[src/design/pidoo_pkg.sv]
// ----------------------------------------------------------------------------
// pidoo_pkg: shared types, codes and microcode for the PID on/off controller
// Holds the register indexes, the datapath operation and jump-condition codes,
// the control word layout and the read-only microprogram.
// ----------------------------------------------------------------------------
package pidoo_pkg;

  // Configuration register indexes
  localparam logic [2:0] REG_RUN_ENABLE = 3'd0;
  localparam logic [2:0] REG_SETPOINT   = 3'd1;
  localparam logic [2:0] REG_KP         = 3'd2;
  localparam logic [2:0] REG_KI         = 3'd3;
  localparam logic [2:0] REG_KD         = 3'd4;

  // Datapath operations
  localparam logic [2:0] OP_NOP  = 3'd0;
  localparam logic [2:0] OP_ERR  = 3'd1;
  localparam logic [2:0] OP_SUM  = 3'd2;
  localparam logic [2:0] OP_MUL  = 3'd3;
  localparam logic [2:0] OP_DIV  = 3'd4;
  localparam logic [2:0] OP_OUT  = 3'd5;
  localparam logic [2:0] OP_ZERO = 3'd6;

  // Jump conditions
  localparam logic [2:0] CND_NEXT     = 3'd0;
  localparam logic [2:0] CND_NO_BEAT  = 3'd1;
  localparam logic [2:0] CND_NO_RUN   = 3'd2;
  localparam logic [2:0] CND_DIV_MORE = 3'd3;
  localparam logic [2:0] CND_OUT_BUSY = 3'd4;

  // Program steps
  localparam logic [2:0] STEP_WAIT = 3'd0;
  localparam logic [2:0] STEP_ERR  = 3'd1;
  localparam logic [2:0] STEP_SUM  = 3'd2;
  localparam logic [2:0] STEP_MUL  = 3'd3;
  localparam logic [2:0] STEP_DIV  = 3'd4;
  localparam logic [2:0] STEP_OUT  = 3'd5;
  localparam logic [2:0] STEP_ZERO = 3'd6;
  localparam logic [2:0] STEP_LAST = 3'd6;

  // Divider: one quotient bit per cycle over the 32-bit magnitude
  localparam int DIV_BITS = 32;
  localparam logic [4:0] DIV_LAST_CNT = 5'(DIV_BITS - 1);

  // One control word of the microprogram
  typedef struct packed {
    logic       in_ready;
    logic [2:0] op;
    logic [2:0] cond;
    logic [2:0] target;
    logic       done;
  } ucode_t;

  // Sequencer to datapath
  typedef struct packed {
    logic [2:0] op;
    logic       in_beat;
  } ctrl_t;

  // Datapath to sequencer
  typedef struct packed {
    logic out_busy;
    logic div_more;
  } stat_t;

  // Microprogram ROM
  function automatic ucode_t ucode_rom(input logic [2:0] pc);
    ucode_t w;
    w = '{in_ready: 1'b0, op: OP_NOP, cond: CND_NEXT, target: STEP_WAIT, done: 1'b1};
    case (pc)
      STEP_WAIT: w = '{in_ready: 1'b1, op: OP_NOP, cond: CND_NO_BEAT,
                       target: STEP_WAIT, done: 1'b0};
      STEP_ERR:  w = '{in_ready: 1'b0, op: OP_ERR, cond: CND_NO_RUN,
                       target: STEP_ZERO, done: 1'b0};
      STEP_SUM:  w = '{in_ready: 1'b0, op: OP_SUM, cond: CND_NEXT,
                       target: STEP_WAIT, done: 1'b0};
      STEP_MUL:  w = '{in_ready: 1'b0, op: OP_MUL, cond: CND_NEXT,
                       target: STEP_WAIT, done: 1'b0};
      STEP_DIV:  w = '{in_ready: 1'b0, op: OP_DIV, cond: CND_DIV_MORE,
                       target: STEP_DIV, done: 1'b0};
      STEP_OUT:  w = '{in_ready: 1'b0, op: OP_OUT, cond: CND_OUT_BUSY,
                       target: STEP_OUT, done: 1'b1};
      STEP_ZERO: w = '{in_ready: 1'b0, op: OP_ZERO, cond: CND_OUT_BUSY,
                       target: STEP_ZERO, done: 1'b1};
      default:   w = '{in_ready: 1'b0, op: OP_NOP, cond: CND_NEXT,
                       target: STEP_WAIT, done: 1'b1};
    endcase
    return w;
  endfunction

endpackage

[src/design/pidoo_seq.sv]
// ----------------------------------------------------------------------------
// pidoo_seq: microprogram sequencer
// Steps through the control ROM; each word drives the datapath and selects a
// conditional jump, a fall-through or a return to the wait step.
// ----------------------------------------------------------------------------
module pidoo_seq (
  input  logic                  clk,
  input  logic                  rst,
  input  logic                  in_valid,
  input  logic                  run_enable,
  input  pidoo_pkg::stat_t      stat,
  output logic                  in_ready,
  output pidoo_pkg::ctrl_t      ctrl
);

  logic [2:0]        pc;
  logic [2:0]        pc_next;
  pidoo_pkg::ucode_t word;
  logic              take;

  // Fetch the current control word
  assign word = pidoo_pkg::ucode_rom(pc);

  // Evaluate the jump condition
  always_comb begin
    case (word.cond)
      pidoo_pkg::CND_NEXT:     take = 1'b0;
      pidoo_pkg::CND_NO_BEAT:  take = !in_valid;
      pidoo_pkg::CND_NO_RUN:   take = !run_enable;
      pidoo_pkg::CND_DIV_MORE: take = stat.div_more;
      pidoo_pkg::CND_OUT_BUSY: take = stat.out_busy;
      default:                 take = 1'b0;
    endcase
  end

  // Select the next step
  always_comb begin
    if (take) begin
      pc_next = word.target;
    end else if (word.done) begin
      pc_next = pidoo_pkg::STEP_WAIT;
    end else begin
      pc_next = pc + 3'd1;
    end
  end

  always_ff @(posedge clk) begin
    if (rst) begin
      pc <= pidoo_pkg::STEP_WAIT;
    end else begin
      pc <= pc_next;
    end
  end

  assign in_ready     = word.in_ready;
  assign ctrl.op      = word.op;
  assign ctrl.in_beat = word.in_ready && in_valid;

  // The step counter stays inside the program
  a_pc_range: assert property (@(posedge clk) disable iff (rst)
    pc <= pidoo_pkg::STEP_LAST)
    else $error("step counter left the program");

  // An accepted beat always moves on to the error step
  a_beat_advance: assert property (@(posedge clk) disable iff (rst)
    (in_valid && in_ready) |=> (pc == pidoo_pkg::STEP_ERR))
    else $error("accepted beat did not advance the program");

  // The divide loop exits only into the output step
  a_div_exit: assert property (@(posedge clk) disable iff (rst)
    (pc == pidoo_pkg::STEP_DIV && !stat.div_more) |=> (pc == pidoo_pkg::STEP_OUT))
    else $error("divide loop exited to the wrong step");

endmodule

[src/design/pidoo_dp.sv]
// ----------------------------------------------------------------------------
// pidoo_dp: PID datapath
// Error and derivative, saturating integral, two gain multipliers, a
// bit-serial restoring divider for the integral term and the result register.
// ----------------------------------------------------------------------------
module pidoo_dp (
  input  logic                clk,
  input  logic                rst,
  input  pidoo_pkg::ctrl_t    ctrl,
  input  logic [11:0]         measured_temp,
  input  logic [7:0]          setpoint,
  input  logic [7:0]          kp,
  input  logic [7:0]          ki,
  input  logic [7:0]          kd,
  input  logic                out_ready,
  output pidoo_pkg::stat_t    stat,
  output logic                out_valid,
  output logic                drive_on,
  output logic [12:0]         error_value,
  output logic [31:0]         integral_value,
  output logic [13:0]         derivative_value,
  output logic [31:0]         control_value
);

  logic signed [11:0] meas;
  logic signed [12:0] err_q;
  logic signed [12:0] prev_err;
  logic signed [13:0] deriv_q;
  logic signed [31:0] error_sum;
  logic signed [31:0] sum_q;
  logic signed [21:0] prod_p;
  logic signed [22:0] prod_d;
  logic [31:0]        dq;
  logic [7:0]         rem;
  logic [4:0]         cnt;

  logic signed [12:0] err_next;
  logic signed [13:0] deriv_next;
  logic signed [32:0] sum_wide;
  logic signed [31:0] sum_sat;
  logic signed [21:0] prod_p_next;
  logic signed [22:0] prod_d_next;
  logic [8:0]         shifted;
  logic [8:0]         diff;
  logic               fits;
  logic signed [33:0] q_ext;
  logic signed [33:0] q_signed;
  logic signed [33:0] iterm;
  logic signed [33:0] total;
  logic signed [31:0] ctrl_sat;
  logic               out_load;

  // Error and derivative
  assign err_next   = $signed({5'b0, setpoint}) - $signed({meas[11], meas});
  assign deriv_next = $signed({err_next[12], err_next}) - $signed({prev_err[12], prev_err});

  // Saturating integral
  assign sum_wide = $signed({error_sum[31], error_sum}) + $signed({{20{err_q[12]}}, err_q});
  always_comb begin
    if (sum_wide[32] != sum_wide[31]) begin
      sum_sat = sum_wide[32] ? $signed(32'h8000_0000) : $signed(32'h7FFF_FFFF);
    end else begin
      sum_sat = sum_wide[31:0];
    end
  end

  // Gain products
  assign prod_p_next = $signed({1'b0, kp}) * err_q;
  assign prod_d_next = $signed({1'b0, kd}) * deriv_q;

  // One restoring divide step on the magnitude
  assign shifted = {rem, dq[31]};
  assign diff    = shifted - {1'b0, ki};
  assign fits    = shifted >= {1'b0, ki};

  // Control sum with the signed, truncated quotient
  assign q_ext    = $signed({2'b00, dq});
  assign q_signed = sum_q[31] ? -q_ext : q_ext;
  assign iterm    = (ki != 8'd0) ? q_signed : 34'sd0;
  assign total    = $signed({{12{prod_p[21]}}, prod_p})
                  + $signed({{11{prod_d[22]}}, prod_d}) + iterm;
  always_comb begin
    if (total[33:31] != {3{total[33]}}) begin
      ctrl_sat = total[33] ? $signed(32'h8000_0000) : $signed(32'h7FFF_FFFF);
    end else begin
      ctrl_sat = total[31:0];
    end
  end

  assign stat.out_busy = out_valid && !out_ready;
  assign stat.div_more = cnt != 5'd0;
  assign out_load = ((ctrl.op == pidoo_pkg::OP_OUT) || (ctrl.op == pidoo_pkg::OP_ZERO))
                    && !stat.out_busy;

  // Working registers, driven by the current operation
  always_ff @(posedge clk) begin
    if (ctrl.in_beat) begin
      meas <= $signed(measured_temp);
    end
    case (ctrl.op)
      pidoo_pkg::OP_ERR: begin
        err_q   <= err_next;
        deriv_q <= deriv_next;
      end
      pidoo_pkg::OP_SUM: begin
        sum_q  <= sum_sat;
        prod_p <= prod_p_next;
      end
      pidoo_pkg::OP_MUL: begin
        prod_d <= prod_d_next;
        dq     <= sum_q[31] ? 32'(-sum_q) : 32'(sum_q);
        rem    <= 8'd0;
      end
      pidoo_pkg::OP_DIV: begin
        rem <= fits ? diff[7:0] : shifted[7:0];
        dq  <= {dq[30:0], fits};
      end
      default: begin
      end
    endcase
  end

  // Loop state and divide counter
  always_ff @(posedge clk) begin
    if (rst) begin
      error_sum <= '0;
      prev_err  <= '0;
      cnt       <= '0;
    end else begin
      case (ctrl.op)
        pidoo_pkg::OP_SUM: begin
          error_sum <= sum_sat;
          prev_err  <= err_q;
        end
        pidoo_pkg::OP_MUL: begin
          cnt <= pidoo_pkg::DIV_LAST_CNT;
        end
        pidoo_pkg::OP_DIV: begin
          if (cnt != 5'd0) begin
            cnt <= cnt - 5'd1;
          end
        end
        pidoo_pkg::OP_ZERO: begin
          error_sum <= '0;
          prev_err  <= '0;
        end
        default: begin
        end
      endcase
    end
  end

  // Result register: hold until the beat is taken
  always_ff @(posedge clk) begin
    if (rst) begin
      out_valid <= 1'b0;
    end else if (out_load) begin
      out_valid <= 1'b1;
    end else if (out_ready) begin
      out_valid <= 1'b0;
    end
  end

  always_ff @(posedge clk) begin
    if (out_load) begin
      if (ctrl.op == pidoo_pkg::OP_OUT) begin
        drive_on         <= !ctrl_sat[31] && (ctrl_sat != 32'sd0);
        error_value      <= err_q;
        integral_value   <= sum_q;
        derivative_value <= deriv_q;
        control_value    <= ctrl_sat;
      end else begin
        drive_on         <= 1'b0;
        error_value      <= '0;
        integral_value   <= '0;
        derivative_value <= '0;
        control_value    <= '0;
      end
    end
  end

  // Drive is on only for a positive control value
  a_drive_sign: assert property (@(posedge clk) disable iff (rst)
    (out_valid && drive_on) |-> (!control_value[31] && control_value != 32'd0))
    else $error("drive on without a positive control value");

  // A stopped tick clears the loop state and presents a zero result
  a_zero_clear: assert property (@(posedge clk) disable iff (rst)
    (out_load && ctrl.op == pidoo_pkg::OP_ZERO)
      |=> (error_sum == 32'sd0 && prev_err == 13'sd0 && out_valid && !drive_on))
    else $error("stopped tick left loop state or drive set");

  // A running result reports the integral that was just stored
  a_sum_match: assert property (@(posedge clk) disable iff (rst)
    (out_load && ctrl.op == pidoo_pkg::OP_OUT) |=> (integral_value == error_sum))
    else $error("reported integral differs from stored integral");

endmodule

[src/design/pid_on_off_controller.sv]
// ----------------------------------------------------------------------------
// pid_on_off_controller: PID loop with a relay (on/off) heater output
// Top level: configuration registers, microprogram sequencer and datapath.
// ----------------------------------------------------------------------------
// Each input beat is one control tick carrying a measured temperature; each
// tick yields exactly one result beat. A running tick reaches the result
// register through the error, integral, multiply, divide and output steps,
// the one-bit-per-cycle divider working out the integral term; a new tick is
// taken only at the wait step that follows. A stopped tick (run_enable low)
// goes from the error step to the zero step instead. The next tick is accepted
// while a finished result still waits in the output register; a second
// finished result holds the program at its output step, which stalls the
// input. Configuration writes take effect at once and are meant for idle
// periods only.
module pid_on_off_controller (
  input  logic        clk,
  input  logic        rst,
  input  logic        cfg_write_en,
  input  logic [2:0]  cfg_index,
  input  logic [7:0]  cfg_data,
  input  logic        in_valid,
  output logic        in_ready,
  input  logic [11:0] measured_temp,
  output logic        out_valid,
  input  logic        out_ready,
  output logic        drive_on,
  output logic [12:0] error_value,
  output logic [31:0] integral_value,
  output logic [13:0] derivative_value,
  output logic [31:0] control_value
);

  logic             run_enable;
  logic [7:0]       setpoint;
  logic [7:0]       kp;
  logic [7:0]       ki;
  logic [7:0]       kd;
  pidoo_pkg::ctrl_t ctrl;
  pidoo_pkg::stat_t stat;

  // Configuration registers
  always_ff @(posedge clk) begin
    if (rst) begin
      run_enable <= 1'b0;
      setpoint   <= '0;
      kp         <= '0;
      ki         <= '0;
      kd         <= '0;
    end else if (cfg_write_en) begin
      case (cfg_index)
        pidoo_pkg::REG_RUN_ENABLE: run_enable <= cfg_data[0];
        pidoo_pkg::REG_SETPOINT:   setpoint   <= cfg_data;
        pidoo_pkg::REG_KP:         kp         <= cfg_data;
        pidoo_pkg::REG_KI:         ki         <= cfg_data;
        pidoo_pkg::REG_KD:         kd         <= cfg_data;
        default: begin
        end
      endcase
    end
  end

  pidoo_seq u_seq (
    .clk        (clk),
    .rst        (rst),
    .in_valid   (in_valid),
    .run_enable (run_enable),
    .stat       (stat),
    .in_ready   (in_ready),
    .ctrl       (ctrl)
  );

  pidoo_dp u_dp (
    .clk              (clk),
    .rst              (rst),
    .ctrl             (ctrl),
    .measured_temp    (measured_temp),
    .setpoint         (setpoint),
    .kp               (kp),
    .ki               (ki),
    .kd               (kd),
    .out_ready        (out_ready),
    .stat             (stat),
    .out_valid        (out_valid),
    .drive_on         (drive_on),
    .error_value      (error_value),
    .integral_value   (integral_value),
    .derivative_value (derivative_value),
    .control_value    (control_value)
  );

endmodule
[config.mk]
export PLATFORM = sky130hd
export DESIGN_NAME = pid_on_off_controller
export DESIGN_NICKNAME = d
export VERILOG_FILES = /design/src/design/pidoo_pkg.sv /design/src/design/pidoo_seq.sv /design/src/design/pidoo_dp.sv /design/src/design/pid_on_off_controller.sv
export SDC_FILE = /design/constraint.sdc
export NUM_CORES = 1
export LEC_CHECK = 0
export BUFFER_PORTS_ARGS = -buffer_cell sky130_fd_sc_hd__clkbuf_2
export CAP_MARGIN = 20
export CORE_AREA = 8 8 270 272
export DETAILED_ROUTE_END_ITERATION = 6
export DIE_AREA = 0 0 278 280
export PLACE_DENSITY = 0.64
export SETUP_SLACK_MARGIN = 0.02
export SLEW_MARGIN = 20
export SYNTH_ARGS = -nofsm -noshare
export SYNTH_HDL_FRONTEND = slang
export SYNTH_SLANG_ARGS = --single-unit
[constraint.sdc]
create_clock -name clk -period 10.55 [get_ports clk]
set_input_delay 1.055 -clock clk [delete_from_list [all_inputs] [get_ports clk]]
set_output_delay 1.055 -clock clk [all_outputs]
set_load 0.02 [all_outputs]
==> results of run 1 <==
flip-flops by register name (all words and copies together), names as in the netlist, 2 cells and up, named ones only:
register and flops:
u_dp.sum_q 32, u_dp.err_q 13, u_seq.pc 2, u_dp.meas 12
u_dp.error_value 13, kp 8, u_dp.rem 8, u_dp.prod_d 23
u_dp.deriv_q 14, u_dp.error_sum 32, u_dp.control_value 32, u_dp.prev_err 13
u_dp.derivative_value 14, u_dp.cnt 5, u_dp.dq 32, u_dp.integral_value 32
u_dp.prod_p 22, ki 8, setpoint 8, kd 8
per-layer routing:
| layer | routed length [µm] | vias up | global-route usage |
|---|---|---|---|
| li1 | - | 9900 | - |
| met1 | 32700 | 9736 | 0.247 |
| met2 | 29200 | 473 | 0.269 |
| met3 | 4200 | 75 | 0.0299 |
| met4 | 989 | 2 | 0.0325 |
| met5 | 13 | - | 0 |
cell families (layout without fill, tap and decap cells):
kind of cell,after synthesis,in the layout,synth area share
DFF,335,335,0.338
and+or+nand+nor,888,888,0.163
AOI/OAI and AO/OA,589,589,0.140
adders and majority gates,397,397,0.232
muxes,19,19,0.00704
xor gates and xnor gates,184,184,0.0598
buffers and inverters,423,525,0.0600
report_power, final:
group / internal (mW) / total, mW / leakage, nW / switching [mW]
Clock: 0.766 / 1.34 / 0.594 / 0.570
Sequential: 1.73 / 1.96 / 2.98 / 0.227
Combinational: 0.695 / 1.98 / 9.51 / 1.28
cell usage in the layout, fill, tap and decap left out, drive strengths merged, types with 87 or more instances in the layout:
master,synthesis,routed
inv,319,322
xor2,100,100
o21ai,190,190
nor2,180,180
dfxtp,87,87
fa,180,180
ha,217,217
nand2,268,268
and2,158,158
clkbuf,92,164
edfxtp,248,248
a21oi,144,144
metrics by stage:
stage / total power, mW / utilization / hold WS (ns) / instances
3_5_place_dp: 3.95 / 0.416 / 0.452 / 3759
6_report: 5.28 / 0.433 / 0.457 / 3828
2_1_floorplan: 3.34 / - / 0.436 / 2835
3_3_place_gp: 3.93 / 0.416 / 0.448 / 3759
4_1_cts: 5.30 / 0.433 / 0.461 / 3828
5_1_grt: 5.61 / 0.433 / 0.481 / 3828
worst reg2reg max path: stages (launching register included):
cell,delay [ns]
edfxtp_1,0.46
or4_1,0.54
or2_1,0.24
or3_1,0.38
or3_1,0.35
or3_1,0.37
or3_4,0.41
o41ai_2,0.23
xor2_1,0.18
nor2_1,0.06
ha_1,0.36
a21o_1,0.21
a21oi_1,0.14
nor2b_1,0.05
o21ai_0,0.15
a21oi_1,0.12
a2111o_1,0.36
a31oi_1,0.21
xor3_2,0.43
nand3b_2,0.71
o21ai_0,0.19
worst max-delay path by stage:
stage                                        start                                  end  slack, ns  cells after the start
after floorplan             u_seq.pc[1]$_SDFF_PP0_  u_dp.control_value[0]$_SDFFCE_PP0P_       4.50                      7
after global placement        u_dp.dq[4]$_DFFE_PP_  u_dp.control_value[2]$_SDFFCE_PP0P_       4.08                     20
after detailed placement      u_dp.dq[4]$_DFFE_PP_  u_dp.control_value[2]$_SDFFCE_PP0P_       4.10                     20
after CTS                     u_dp.dq[4]$_DFFE_PP_  u_dp.control_value[2]$_SDFFCE_PP0P_       4.08                     20
after global routing      u_dp.prod_p[0]$_DFFE_PN_  u_dp.control_value[2]$_SDFFCE_PP0P_       3.70                     24
final                         u_dp.dq[4]$_DFFE_PP_  u_dp.control_value[2]$_SDFFCE_PP0P_       4.11                     20
final cells by class:
class | count | area share
Clock inverter | 25 | 0.00854
Sequential cell | 335 | 0.308
Clock buffer | 44 | 0.0326
Tap cell | 891 | 0.0373
Timing Repair Buffer | 137 | 0.0243
Inverter | 319 | 0.0401
Multi-Input combinational cell | 2077 | 0.550
==> metrics, run 1 <==
Rows=97; global-route usage over all layers=0.171; initial antenna violation count=7; Die Wd=278 µm; CP top delay family=simple AND/OR/NAND/NOR gates; Via Count=20.2k; fin. max-slew vios=0; n_diodes=0; core area=68900 µm²; setup slack, reg-to-reg=4.11 ns; Synth area leaders=edfxtp_1 (27%), fa_1 (13%), ha_1 (10%); fin area=29900 µm²; # IOs=122; Primary FF master, synth=edfxtp_1; Cell Pwr Density=177 nW/µm²; WL final=67200 µm; Cells after Synth=2835; Reg area=9190 µm²; outcome=complete, no violations; most frequent cell after synthesis=inv_1; #FFs+latches synth=335; Filler cells=6696; first-pass GRT wire length=108000 µm; Worst Slack Setup Final=4.11 ns; Arrival @ worst endpoint=6.71 ns; Setup CP Type=reg -> reg; clock sinks=335; syn nets=3260; placed wire-length estimate=51400 µm; Die ar.=77800 µm²; Post-CTS Resized=0; largest net degree at the start of global routing=74; setup tns final=0 ns; Yosys top cell area share=0.274; CTS buffer count=38; GP Congestion=0.864; period utilisation layout=0.611; dpl cell area=28600 µm²; multi-input logic area=16400 µm²; Post-synth EDFFs=248; Cell Area, Synth=27200 µm²; Root Driver=clkbuf_16; WP data required=10.82 ns; Rel. slew slack=0.291; drt first pass iters=5; crit start category=flop; hold_sp=ki[6]$_SDFFE_PP0P_; vias in the first global route=19.9k; clock transition at the registers of the reported paths=0.07 ns; Top cell by count, worst path=or3_1; R2R cell count=20; DRC violations left=0; die height=280 µm; Critical Path End Type=flop; Max stage delay on crit path=0.71 ns; routed vias/inst=5.27; synth cell count leaders=inv_1 (319), nand2_1 (268), edfxtp_1 (248); WL/cell=17.6 µm; synth unique cells=79; Worst-Skew Late Latency=0.57 ns; Hold Path End=ki[6]$_SDFFE_PP0P_; CTS tree=yes; GRT overflow=0; post-CTS setup repair buffer count=0; RSZ-0062 raised after global routing=false; Worst-Margin Slew=1.05 ns; Worst Path Max Fanout=31; DRT iter0 DRCs=1366; Initial Util=0.395; CP Cell Sequence=or4_1, or2_1, or3_1, or3_1, or3_1, or3_4, o41ai_2, xor2_1, nor2_1, ha_1, a21o_1, a21oi_1, nor2b_1, o21ai_0, a21oi_1, a2111o_1, a31oi_1, xor3_2, nand3b_2, o21ai_0; Reg-to-Reg End=u_dp.control_value[2]$_SDFFCE_PP0P_; final hold violation count=0; register area share after synthesis=0.338; clk buf depth=3; Tmin final=6.44 ns; H-Tree Depth=2; final setup fails=0; skew final=0.0267 ns; cts-stage hold buffer count=0; Ys Warns=0; Worst Hold Class=reg -> reg; max-cap viol count=0; Leakage=13.1 nW; Final #Nets=3333; critical path buffer and inverter count=0; remaining antenna violation count=0; area leader, netlist=edfxtp_1; Syn Area/Cell=9.60 µm²; Port-buffer cells=121; RR Startpoint=u_dp.dq[4]$_DFFE_PP_; ys async rst share=0; Hold Path Depth=2; synthesis-to-finish area growth=9.82%; Worst path slowest cell=nand3b_2; Place WS=4.10 ns; peak supply drop=0.000124 V; f_max=155 MHz; fraction of layout cells with a size suffix above 1=0.0872
(Power assumes the default switching activity.)
==> run 2, diff against run 1 <==
--- a/config.mk
+++ b/config.mk
@@ -5,12 +5,13 @@
 export SDC_FILE = /design/constraint.sdc
 export NUM_CORES = 1
 export LEC_CHECK = 0
+export ABC_AREA = 1
 export BUFFER_PORTS_ARGS = -buffer_cell sky130_fd_sc_hd__clkbuf_2
 export CAP_MARGIN = 20
-export CORE_AREA = 8 8 270 272
+export CORE_AREA = 8 8 274 276
 export DETAILED_ROUTE_END_ITERATION = 6
-export DIE_AREA = 0 0 278 280
-export PLACE_DENSITY = 0.64
+export DIE_AREA = 0 0 282 284
+export PLACE_DENSITY = 0.65
 export SETUP_SLACK_MARGIN = 0.02
 export SLEW_MARGIN = 20
 export SYNTH_ARGS = -nofsm -noshare
==> constraint.sdc (replaced) <==
create_clock -name clk -period 5.85 [get_ports clk]
set_input_delay 0.585 -clock clk [delete_from_list [all_inputs] [get_ports clk]]
set_output_delay 0.585 -clock clk [all_outputs]
set_load 0.02 [all_outputs]
==> run 2 against run 1 <==
Net effect:
- clock skew is 0.0042 ns lower
- fmax rose by 22%
- hold slack worse by 0.27 ns
- critical path type unchanged
- worst setup slack worse by 3.6 ns
- flip-flop and latch count unchanged
==> metrics, run 2 <==
routed vias/inst=4.92; WL/cell=15.9 µm; clock transition at the registers of the reported paths=0.06 ns; Hold Path Depth=1; Leakage=15.4 nW; Cell Pwr Density=440 nW/µm²; most frequent cells in the layout=nand2_1 (702), inv_1 (675), nor2_1 (294); Port-buffer cells=121; Worst Hold Class=in -> reg; clk buf depth=3; fin. max-slew vios=0; Initial Util=0.395; Power Internal=7.27 mW; CTS buffer count=41; Gate power share=0.504; Post-synth EDFFs=248; Primary FF master, synth=edfxtp_1; die height=284 µm; clock sinks=335; most frequent cell after synthesis=nand2_1; core area=70800 µm²; DRC violations left=0; period utilisation layout=0.905; final hold violation count=0; WP data required=6.16 ns; drt first pass iters=6; Arrival @ worst endpoint=5.61 ns; Via Count=22.3k; crit start category=flop; remaining antenna violation count=0; Filler cells=7014; global-route usage over all layers=0.178; Sw Pwr=6.37 mW; Root Driver=clkbuf_16; final setup fails=0; n_diodes=0; Top cell by count, worst path=nand2_1; Tmin final=5.30 ns; Final #Nets=3963; placed insts=4445; Setup CP Type=reg -> reg; skew final=0.0225 ns; RR Startpoint=kd[2]$_SDFFE_PP0P_; syn nets=3881; register area share after synthesis=0.329; post-CTS setup repair buffer count=0; Cell Area, Synth=27900 µm²; area leader, netlist=edfxtp_1; fin util=0.438; synth unique cells=54; Worst path slowest cell=dfxtp_1; WL final=71800 µm; GRT overflow=0; clock network fraction of total power=0.201; Worst-Margin Slew=1.15 ns; final hold slack=0.183 ns; Reg-to-Reg End=u_dp.prod_d[20]$_DFFE_PP_; DRT iter0 DRCs=1563; Worst Path Max Fanout=15; CP Cell Sequence=nand2_1, fa_1, inv_1, fa_1, inv_1, fa_1, inv_1, fa_1, ha_1, nand2_1, nand2_1, o21bai_1, nand2_1, o211ai_1, a31o_2, nand2_1, nand2_1, a21boi_0, o21ai_0, xor2_1; Syn Area/Cell=8.08 µm²; Ys Warns=0; Rows=98; Seq pwr share=0.295; dpl cell area=29500 µm²; GP Congestion=0.905; Die Wd=282 µm; Rel. slew slack=0.235; setup slack, reg-to-reg=0.55 ns; first-pass GRT wire length=115000 µm; synthesis-to-finish area growth=11.0%; initial antenna violation count=1; Critical Path End Type=flop; largest net degree at the start of global routing=92; Die ar.=80100 µm²; Final Non-Filler Cells=4521; synth cell count leaders=nand2_1 (703), inv_1 (675), nor2_1 (294); setup tns final=0 ns; Max stage delay on crit path=0.71 ns; CP top delay family=adder cells; Worst-Skew Late Latency=0.59 ns; Synth area leaders=edfxtp_1 (27%), fa_1 (13%), ha_1 (9.7%); f_max=189 MHz; critical path buffer and inverter count=3; # IOs=122; max-cap viol count=0; commonest non-fill, non-tap cell in the layout=nand2_1; Cells after Synth=3456; RSZ-0062 raised after global routing=false; fraction of layout cells with a size suffix above 1=0.0708; Yosys top cell area share=0.267; Net Sw Frac=0.467; fin area=31000 µm²; CTS tree=yes; peak supply drop=0.000237 V; outcome=complete, no violations; hold_sp=measured_temp[10]; R2R cell count=20; ys async rst share=0; #FFs+latches synth=335; placed wire-length estimate=56200 µm; vias in the first global route=21.6k; H-Tree Depth=2; Hold Path End=u_dp.meas[10]$_DFFE_PP_
-- run 2: timing repair --
item	CTS	global route
endpoints found under the setup margin	0	1
hold buffers	0	0
resized for setup	0	1
-- run 2: layout make-up --
type,count,area (µm²),share of cell area
Tap cell,950,1190,0.0384
Clock buffer,51,1120,0.0363
Sequential cell,335,9190,0.297
Clock inverter,25,349,0.0113
Timing Repair Buffer,141,788,0.0254
Inverter,682,2560,0.0827
Multi-Input combinational cell,2337,15800,0.509
-- run 2: worst max-delay path by stage --
| stage | cells past startpoint | from | end |
|---|---|---|---|
| after CTS | 20 | kd[2]$_SDFFE_PP0P_ | u_dp.prod_d[20]$_DFFE_PP_ |
| after global routing | 30 | u_dp.prod_p[0]$_DFFE_PN_ | u_dp.drive_on$_SDFFCE_PP0P_ |
| after floorplan | 20 | u_dp.err_q[12]$_DFFE_PN_ | u_dp.prod_p[19]$_DFFE_PN_ |
| final | 20 | kd[2]$_SDFFE_PP0P_ | u_dp.prod_d[20]$_DFFE_PP_ |
| after global placement | 20 | kd[2]$_SDFFE_PP0P_ | u_dp.prod_d[20]$_DFFE_PP_ |
| after detailed placement | 20 | kd[2]$_SDFFE_PP0P_ | u_dp.prod_d[20]$_DFFE_PP_ |
-- run 2: power by group through the flow --
| stage | Sequential (mW) | Combinational (mW) | Clock, mW |
|---|---|---|---|
| final | 4.02 | 6.88 | 2.74 |
| after global routing | 4.08 | 7.77 | 2.89 |
| after CTS | 4.01 | 6.83 | 2.81 |
| after detailed placement | 4.05 | 6.79 | 0 |
| after global placement | 4.06 | 6.74 | 0 |
| after floorplan | 3.82 | 5.10 | 0 |
-- run 2: logic make-up after synthesis --
group                      share of synthesized area
and+or+nand+nor                                0.172
DFF                                            0.329
buffers and inverters                          0.107
AOI/OAI and AO/OA                              0.117
adders and majority gates                      0.226
xor gates and xnor gates                      0.0483
-- run 2: stage by stage --
| step | power [mW] | worst slack [ns] |
|---|---|---|
| finish | 13.6 | 0.553 |
| global route | 14.7 | 0.0854 |
| CTS | 13.7 | 0.562 |
| detailed placement | 10.8 | 0.584 |
| global placement | 10.8 | 0.702 |
| floorplan | 8.92 | 0.895 |
-- run 2: worst register-to-register path, stage by stage, from the launching register on --
cell and delay [ns]:
dfxtp_1 0.71, nand2_1 0.17, fa_1 0.56, inv_1 0.05, fa_1 0.51, inv_1 0.05, fa_1 0.47, inv_1 0.05
fa_1 0.48, ha_1 0.37, nand2_1 0.08, nand2_1 0.05, o21bai_1 0.17, nand2_1 0.08, o211ai_1 0.11, a31o_2 0.25
nand2_1 0.06, nand2_1 0.07, a21boi_0 0.38, o21ai_0 0.17, xor2_1 0.19
-- run 2: routing by layer --
metal	track usage	vias up	share of wire
met5	0	-	0
met4	0.0508	0	0.028
li1	-	11200	-
met3	0.0253	97	0.059
met1	0.252	10400	0.47
met2	0.282	561	0.44
